## src/rtl/core/fra_pkg.sv

```systemverilog
package fra_pkg;

    // operation codes carried on the op field
    typedef enum logic [1:0] {
        OP_ADD = 2'd0,
        OP_SUB = 2'd1,
        OP_MUL = 2'd2,
        OP_DIV = 2'd3
    } op_t;

    // fixed result field widths
    localparam int NUM_W = 18;
    localparam int DEN_W = 16;

    typedef enum logic [8:0] {
        S_IDLE = 9'b000000001,
        S_MUL0 = 9'b000000010,
        S_MUL1 = 9'b000000100,
        S_MUL2 = 9'b000001000,
        S_COMB = 9'b000010000,
        S_GCD  = 9'b000100000,
        S_DIVN = 9'b001000000,
        S_DIVD = 9'b010000000,
        S_OUT  = 9'b100000000
    } state_t;

endpackage

```

## src/rtl/core/fraction_arith_reduce_unit.sv

```systemverilog
// Fraction arithmetic with reduction to lowest terms.
// Input channel (in_valid/in_ready): op and the fractions num_a/den_a and
// num_b/den_b. op selects add, subtract, multiply or divide (a/b over c/d
// divided gives num_a*den_b over den_a*num_b).
// Output channel (out_valid/out_ready): res_num (signed, carries the sign)
// and res_den (positive). A whole result has res_den 1, a zero result is 0/1,
// and a zero unreduced denominator gives the error code 0/0.
// One item is worked at a time; in_ready is high only while the unit is idle.
// With W = OPERAND_BITS and M = 2*W+1, one item takes three products on the
// single W x W multiplier, a combine step, a binary gcd on the shared
// subtractor, then two M-bit restoring divides (numerator, then denominator)
// on the same subtractor and an output step before out_valid. Zero and error
// results skip the gcd and the divides. in_ready comes back with out_valid.
// A finished result sits in the output register; the next input beat is
// accepted while it waits, but the following result holds in the last step
// until the receiver takes the earlier beat.
// Reset (rst_n low, asynchronous) returns the sequencer to idle and drops
// out_valid; nothing else needs clearing.
module fraction_arith_reduce_unit #(
    parameter int OPERAND_BITS = 8
) (
    input  logic                              clk,
    input  logic                              rst_n,
    input  logic                              in_valid,
    output logic                              in_ready,
    input  logic [1:0]                        op,
    input  logic [OPERAND_BITS-1:0]           num_a,
    input  logic [OPERAND_BITS-1:0]           den_a,
    input  logic [OPERAND_BITS-1:0]           num_b,
    input  logic [OPERAND_BITS-1:0]           den_b,
    output logic                              out_valid,
    input  logic                              out_ready,
    output logic signed [fra_pkg::NUM_W-1:0]  res_num,
    output logic [fra_pkg::DEN_W-1:0]         res_den
);

    localparam int W   = OPERAND_BITS;
    localparam int PW  = 2 * W;
    localparam int MW  = 2 * W + 1;
    localparam int CW  = $clog2(MW + 1);
    localparam int XW  = (MW + 1 > fra_pkg::NUM_W) ? MW + 1 : fra_pkg::NUM_W;
    localparam int DXW = (MW > fra_pkg::DEN_W) ? MW : fra_pkg::DEN_W;

    fra_pkg::state_t state_reg, state_next;
    logic            out_valid_reg, out_valid_next;
    logic [CW-1:0]   cnt_reg, cnt_next;

    fra_pkg::op_t    op_reg, op_next;
    logic [W-1:0]    a_reg, a_next, b_reg, b_next, c_reg, c_next, d_reg, d_next;
    logic [PW-1:0]   p_reg, p_next, q_reg, q_next;
    logic [MW-1:0]   mag_reg, mag_next, den_reg, den_next;
    logic            neg_reg, neg_next;
    logic [MW-1:0]   u_reg, u_next, v_reg, v_next, g_reg, g_next;
    logic [fra_pkg::NUM_W-1:0] res_num_reg, res_num_next;
    logic [fra_pkg::DEN_W-1:0] res_den_reg, res_den_next;

    // shared multiplier and subtractor
    logic [W-1:0]    mul_x, mul_y;
    logic [PW-1:0]   mul_p;
    logic [MW:0]     sub_a, sub_b, diff, diff_neg;
    logic [MW:0]     trial_a;
    logic [MW-1:0]   sum_pq;
    logic            quo_bit;
    logic [MW-1:0]   div_u, div_v;
    logic [XW-1:0]   num_ext;
    logic [DXW-1:0]  den_ext;

    assign mul_p    = PW'(mul_x) * PW'(mul_y);
    assign diff     = sub_a - sub_b;
    assign diff_neg = (MW + 1)'(0) - diff;
    assign sum_pq   = MW'(p_reg) + MW'(q_reg);
    assign trial_a  = {v_reg, u_reg[MW-1]};

    // one restoring divide step on the shared subtractor
    assign quo_bit  = ~diff[MW];
    assign div_u    = {u_reg[MW-2:0], quo_bit};
    assign div_v    = quo_bit ? diff[MW-1:0] : trial_a[MW-1:0];

    assign num_ext  = neg_reg ? (XW'(0) - XW'(mag_reg)) : XW'(mag_reg);
    assign den_ext  = DXW'(den_reg);

    always_comb
    begin
        mul_x = a_reg;
        mul_y = d_reg;
        sub_a = {1'b0, u_reg};
        sub_b = {1'b0, v_reg};
        unique case (state_reg) inside
            fra_pkg::S_MUL0:
            begin
                mul_x = a_reg;
                mul_y = (op_reg == fra_pkg::OP_MUL) ? c_reg : d_reg;
            end
            fra_pkg::S_MUL1:
            begin
                mul_x = b_reg;
                mul_y = c_reg;
            end
            fra_pkg::S_MUL2:
            begin
                mul_x = b_reg;
                mul_y = (op_reg == fra_pkg::OP_DIV) ? c_reg : d_reg;
            end
            fra_pkg::S_COMB:
            begin
                sub_a = (MW + 1)'(p_reg);
                sub_b = (MW + 1)'(q_reg);
            end
            fra_pkg::S_DIVN, fra_pkg::S_DIVD:
            begin
                sub_a = trial_a;
                sub_b = {1'b0, g_reg};
            end
            default:
            begin
                sub_a = {1'b0, u_reg};
                sub_b = {1'b0, v_reg};
            end
        endcase
    end

    always_comb
    begin
        state_next     = state_reg;
        out_valid_next = out_valid_reg && !out_ready;
        cnt_next       = cnt_reg;
        op_next        = op_reg;
        a_next         = a_reg;
        b_next         = b_reg;
        c_next         = c_reg;
        d_next         = d_reg;
        p_next         = p_reg;
        q_next         = q_reg;
        mag_next       = mag_reg;
        den_next       = den_reg;
        neg_next       = neg_reg;
        u_next         = u_reg;
        v_next         = v_reg;
        g_next         = g_reg;
        res_num_next   = res_num_reg;
        res_den_next   = res_den_reg;

        unique case (state_reg)
            fra_pkg::S_IDLE:
            begin
                if (in_valid)
                begin
                    op_next    = fra_pkg::op_t'(op);
                    a_next     = num_a;
                    b_next     = den_a;
                    c_next     = num_b;
                    d_next     = den_b;
                    state_next = fra_pkg::S_MUL0;
                end
            end
            fra_pkg::S_MUL0:
            begin
                p_next     = mul_p;
                state_next = fra_pkg::S_MUL1;
            end
            fra_pkg::S_MUL1:
            begin
                q_next     = mul_p;
                state_next = fra_pkg::S_MUL2;
            end
            fra_pkg::S_MUL2:
            begin
                den_next   = MW'(mul_p);
                state_next = fra_pkg::S_COMB;
            end
            fra_pkg::S_COMB:
            begin
                neg_next = 1'b0;
                case (op_reg)
                    fra_pkg::OP_ADD: mag_next = sum_pq;
                    fra_pkg::OP_SUB:
                    begin
                        neg_next = diff[MW];
                        mag_next = diff[MW] ? diff_neg[MW-1:0] : diff[MW-1:0];
                    end
                    default:         mag_next = MW'(p_reg);
                endcase
                u_next     = mag_next;
                v_next     = den_reg;
                state_next = fra_pkg::S_GCD;
                if (den_reg == '0)
                begin
                    mag_next   = '0;
                    neg_next   = 1'b0;
                    state_next = fra_pkg::S_OUT;
                end
                else if (mag_next == '0)
                begin
                    den_next   = MW'(1);
                    neg_next   = 1'b0;
                    state_next = fra_pkg::S_OUT;
                end
            end
            fra_pkg::S_GCD:
            begin
                if (u_reg == '0 || v_reg == '0)
                begin
                    g_next     = u_reg | v_reg;
                    u_next     = mag_reg;
                    v_next     = '0;
                    cnt_next   = '0;
                    state_next = fra_pkg::S_DIVN;
                end
                else if (!u_reg[0] && !v_reg[0])
                begin
                    // common factor of two comes off the operands themselves
                    u_next   = u_reg >> 1;
                    v_next   = v_reg >> 1;
                    mag_next = mag_reg >> 1;
                    den_next = den_reg >> 1;
                end
                else if (!u_reg[0])
                begin
                    u_next = u_reg >> 1;
                end
                else if (!v_reg[0])
                begin
                    v_next = v_reg >> 1;
                end
                else if (!diff[MW])
                begin
                    u_next = {1'b0, diff[MW-1:1]};
                end
                else
                begin
                    v_next = {1'b0, diff_neg[MW-1:1]};
                end
            end
            fra_pkg::S_DIVN:
            begin
                u_next   = div_u;
                v_next   = div_v;
                cnt_next = cnt_reg + CW'(1);
                if (cnt_reg == CW'(MW - 1))
                begin
                    mag_next   = div_u;
                    u_next     = den_reg;
                    v_next     = '0;
                    cnt_next   = '0;
                    state_next = fra_pkg::S_DIVD;
                end
            end
            fra_pkg::S_DIVD:
            begin
                u_next   = div_u;
                v_next   = div_v;
                cnt_next = cnt_reg + CW'(1);
                if (cnt_reg == CW'(MW - 1))
                begin
                    den_next   = div_u;
                    cnt_next   = '0;
                    state_next = fra_pkg::S_OUT;
                end
            end
            fra_pkg::S_OUT:
            begin
                if (!out_valid_reg || out_ready)
                begin
                    res_num_next   = num_ext[fra_pkg::NUM_W-1:0];
                    res_den_next   = den_ext[fra_pkg::DEN_W-1:0];
                    out_valid_next = 1'b1;
                    state_next     = fra_pkg::S_IDLE;
                end
            end
            default:
            begin
                state_next = fra_pkg::S_IDLE;
            end
        endcase
    end

    always_ff @(posedge clk or negedge rst_n)
    begin
        if (!rst_n)
        begin
            state_reg     <= fra_pkg::S_IDLE;
            out_valid_reg <= 1'b0;
            cnt_reg       <= '0;
        end
        else
        begin
            state_reg     <= state_next;
            out_valid_reg <= out_valid_next;
            cnt_reg       <= cnt_next;
        end
    end

    always_ff @(posedge clk)
    begin
        op_reg      <= op_next;
        a_reg       <= a_next;
        b_reg       <= b_next;
        c_reg       <= c_next;
        d_reg       <= d_next;
        p_reg       <= p_next;
        q_reg       <= q_next;
        mag_reg     <= mag_next;
        den_reg     <= den_next;
        neg_reg     <= neg_next;
        u_reg       <= u_next;
        v_reg       <= v_next;
        g_reg       <= g_next;
        res_num_reg <= res_num_next;
        res_den_reg <= res_den_next;
    end

    assign in_ready  = (state_reg == fra_pkg::S_IDLE);
    assign out_valid = out_valid_reg;
    assign res_num   = res_num_reg;
    assign res_den   = res_den_reg;

`ifndef NO_ASSERTIONS
    a_busy_after_accept: assert property (@(posedge clk) disable iff (!rst_n)
        in_valid && in_ready |=> !in_ready)
        else $error("unit took a beat while still working");

    a_gcd_operands: assert property (@(posedge clk) disable iff (!rst_n)
        state_reg == fra_pkg::S_GCD |-> (u_reg != '0 || v_reg != '0))
        else $error("gcd operands both zero");

    a_error_code: assert property (@(posedge clk) disable iff (!rst_n)
        out_valid && res_den == '0 |-> res_num == '0)
        else $error("zero denominator with nonzero numerator");
`endif

endmodule

```

## config.mk

```make
export PLATFORM = sky130hd
export DESIGN_NAME = fraction_arith_reduce_unit
export DESIGN_NICKNAME = d
export VERILOG_FILES = /design/src/rtl/core/fra_pkg.sv /design/src/rtl/core/fraction_arith_reduce_unit.sv
export SDC_FILE = /design/constraint.sdc
export NUM_CORES = 1
export LEC_CHECK = 0
export BUFFER_PORTS_ARGS = -buffer_cell sky130_fd_sc_hd__buf_2
export CAP_MARGIN = 20
export CELL_PAD_IN_SITES_DETAIL_PLACEMENT = 0
export CELL_PAD_IN_SITES_GLOBAL_PLACEMENT = 1
export CORE_MARGIN = 2
export CORE_UTILIZATION = 45
export DETAILED_ROUTE_END_ITERATION = 16
export GPL_ROUTABILITY_DRIVEN = 1
export PLACE_DENSITY = 0.73
export SYNTH_ARGS = -nofsm -noshare
export SYNTH_HDL_FRONTEND = slang
export SYNTH_SLANG_ARGS = --single-unit
export TNS_END_PERCENT = 1
```

## constraint.sdc

```tcl
create_clock -name clk -period 18.5 [get_ports clk]
set_input_delay 1.85 -clock clk [delete_from_list [all_inputs] [get_ports clk]]
set_output_delay 1.85 -clock clk [all_outputs]
set_load 0.1 [all_outputs]
```

==> results by group <==
Outcome
  – Outcome: completed

Min path
  – Hold path start: cnt_reg[4]$_DFFE_PN0P_
  – Hold WC Path Type: reg2reg

Drt
  – Post-DR wirelength/cell: 24.8 um
  – Antenna Nets Post-Route: 0
  – Initial DRT Pass Iterations: 7
  – Avg Vias per Cell: 6.23
  – Routed WL: 48,100 um
  – Vias after detailed routing: 12,100
  – DR iter-0 viols: 1,489
  – DRC viols: 0

Yosys
  – Synth Instances: 1,461
  – Syn nets: 1,610
  – Ys Warns: 0
  – Post-synth EDFFs: 186
  – Top FF cell, synth: edfxtp_1
  – Cell Area, Synth: 0.0144 sq mm
  – Synth Register Bits: 201
  – Netlist cell types: 86
  – Asr flop ratio synth: 7.46%
  – Post-synthesis sequential area ratio: 41.5%
  – Synth Area per Inst: 9.82 sq um

Clock network
  – Clock Latency Late Sink: 0.54 ns
  – CTS H-tree lvls: 1
  – Hold Buf Count CTS: 0
  – Clock Pin Slew Worst Setup and Hold Paths: 0.06 ns
  – Clock Path Buffers: 3
  – CTS sink count: 201
  – Root Buffer: clkbuf_16
  – CTS tree: yes
  – Post-CTS sizing: 0
  – TritonCTS buffer count: 23
  – Post CTS Setup Buffer Count: 0

Global route
  – Largest net degree at the start of global routing: 55
  – GRT Overall Usage: 29.0%
  – GR Util met3: ~5.2%
  – Routing usage on met2: a little under half
  – Met1 Track Usage GR: 39.6%
  – GRT busiest layer: met2
  – First-pass GRT wire length: 72,800 um
  – Remaining Overflow, GRT: 0
  – Vias in the first global route: 11,500
  – Antenna violations before repair: 0

Pwr
  – Peak supply drop: 0.150 mV
  – Lkg Pwr: between 0.006 and 0.007 uW
  – P per Cell Area: 179 mW/mm^2
  – Total Power: 2860 uW

Critical path
  – Crit-path max cell delay: 0.79 ns
  – Crit-path cells: nor4_1, nand2_1, nor2_1, nand3b_1, inv_1, buf_4, nor2_2, buf_4, a221o_1, fa_1, xnor2_1, nand3_1, a2111oi_1, o211ai_1, nor4_2, o221a_1, nand2_1, nor4_2, nand3_1, o21ai_0, and3b_1
  – Critical path class: reg2reg
  – R2R cell count: 21
  – R2r endpoint: den_ext[11]$_DFFE_PP_
  – Crit Path Max Fanout: 40
  – Worst R2R Setup Slack: 10.55 ns
  – Required time of the critical path: between 15 and 20 ns
  – CP Launch Type: flop
  – Crit path DAT: between 8 and 9 ns
  – Worst setup startpoint: state_reg[7]$_DFFE_PN0P_
  – Setup crit end: den_ext[11]$_DFFE_PP_
  – R2R Path Start: state_reg[7]$_DFFE_PN0P_
  – Crit-path slowest cell: a2111oi_1
  – Crit end category: flop

Floorplanning
  – # IOs: 74
  – Die area: 0.0333 sq mm
  – Die X: 183 um
  – Num rows: 65
  – Core area: ~0.031 sq mm
  – Die H: 183 um
  – Starting density of the core: 45.6%

Cells and area
  – Layout Nets: between 1,500 and 2,000
  – Area Growth Syn to Fin: 11.6%
  – Most frequent cells in the layout: edfxtp_1, nand2_1, nor2_1
  – Fraction of layout cells with a size suffix above 1: around 13%
  – Final instance count without filler cells: 1,942
  – Most common cell after layout, fill and taps aside: edfxtp_1
  – Max reg flops: 18
  – Diode count: 0
  – Final instance area: around 0.016 sq mm

STA
  – Final Max Slew Viols: 0
  – RSZ-0062 raised after global routing: false
  – Final clock skew: 0.0174 ns
  – Fin crit share: 43.0%
  – Worst slew margin: 23.5%
  – Total Negative Setup Slacks: 0 ns
  – Slew @ Worst Pin: between 1 and 1.5 ns
  – Final setup violation count: 0
  – Hold Slack: 0.490 ns
  – Final Critical Period: between 7 and 8 ns
  – Fmax: approximately 130 MHz
  – Final Hold Fails: 0

Job
  – Max-cap violations: 0

Placement
  – Port buffer count: 73
  – RePlAce Congestion: 0.973
  – DP HPWL: 36,000 um
  – Total instance count after detailed placement: 1,900
  – Placed inst area: 0.0152 sq mm
-- layer usage --
layer	part of all wire (%)	vias to the layer above	wire length (um)
met5	0	-	0
met4	5.3	0	2540
met3	8.6	114	4140
met2	44	587	21300
met1	42	5839	20100
li1	-	5552	-
-- kinds of logic (layout without fill, tap and decap cells) --
| family | count (synthesis) | count (layout) | synth area share, % |
|---|---|---|---|
| flops | 201 | 201 | 41.5 |
| xor+xnor | 74 | 74 | 4.73 |
| compound gates | 422 | 422 | 20.5 |
| simple gates | 464 | 464 | 15.6 |
| mux | 21 | 21 | 1.51 |
| fa+ha+maj | 111 | 111 | 11.7 |
| buf+inv | 168 | 247 | 4.43 |
-- power by group --
part	switching, uW	total [uW]	internal (uW)	leakage (uW)
Combinational	982	1580	597	0.00418
Sequential	56.2	800	744	0.00189
Clock	196	484	288	0.000381
-- cell type report --
cell class | count | area, sq um
Clock buffer | 30 | 602
Timing Repair Buffer | 101 | 576
Multi-Input combinational cell | 1092 | 7790
Clock inverter | 12 | 184
Fill cell | 2938 | 15500
Tap cell | 402 | 503
Sequential cell | 201 | 5960
Inverter | 104 | 390
-- worst min-delay path by stage --
stage	to	slack, ns	cells after the start
after CTS	cnt_reg[4]$_DFFE_PN0P_	0.50	1
after floorplan	cnt_reg[4]$_DFFE_PN0P_	0.45	1
final	cnt_reg[4]$_DFFE_PN0P_	0.49	1
after detailed placement	cnt_reg[4]$_DFFE_PN0P_	0.49	1
after global routing	cnt_reg[4]$_DFFE_PN0P_	0.56	1
after global placement	cnt_reg[4]$_DFFE_PN0P_	0.48	1
-- synth_stat cells, types with 19 or more instances --
cell type	instances	share of area, %
xnor2_1	46	2.8
or2_2	26	1.1
fa_1	38	5.3
inv_1	104	2.7
clkbuf_1	51	1.3
a22oi_1	41	2.1
a21oi_1	104	3.6
nand2_1	173	4.5
o21ai_0	66	2.3
nand3_1	22	0.77
ha_1	73	6.4
edfxtp_1	186	39
nor2_1	116	3.0
a22o_1	21	1.3
o22ai_1	19	0.83
xor2_1	24	1.5
-- stage by stage --
step	util [%]	setup slack, ns
finish	50.9	10.55
global route	50.9	10.16
CTS	50.9	10.71
detailed placement	48.4	10.78
global placement	48.4	10.87
floorplan	-	11.13
-- worst max-delay path, delay by kind of cell (launching register included) --
kind	cells	cell delay, ns
simple gates	11	3.40
compound gates	5	1.93
buf+inv	3	0.75
xor+xnor	1	0.59
flops	1	0.45
fa+ha+maj	1	0.42
(Power assumes the default switching activity.)
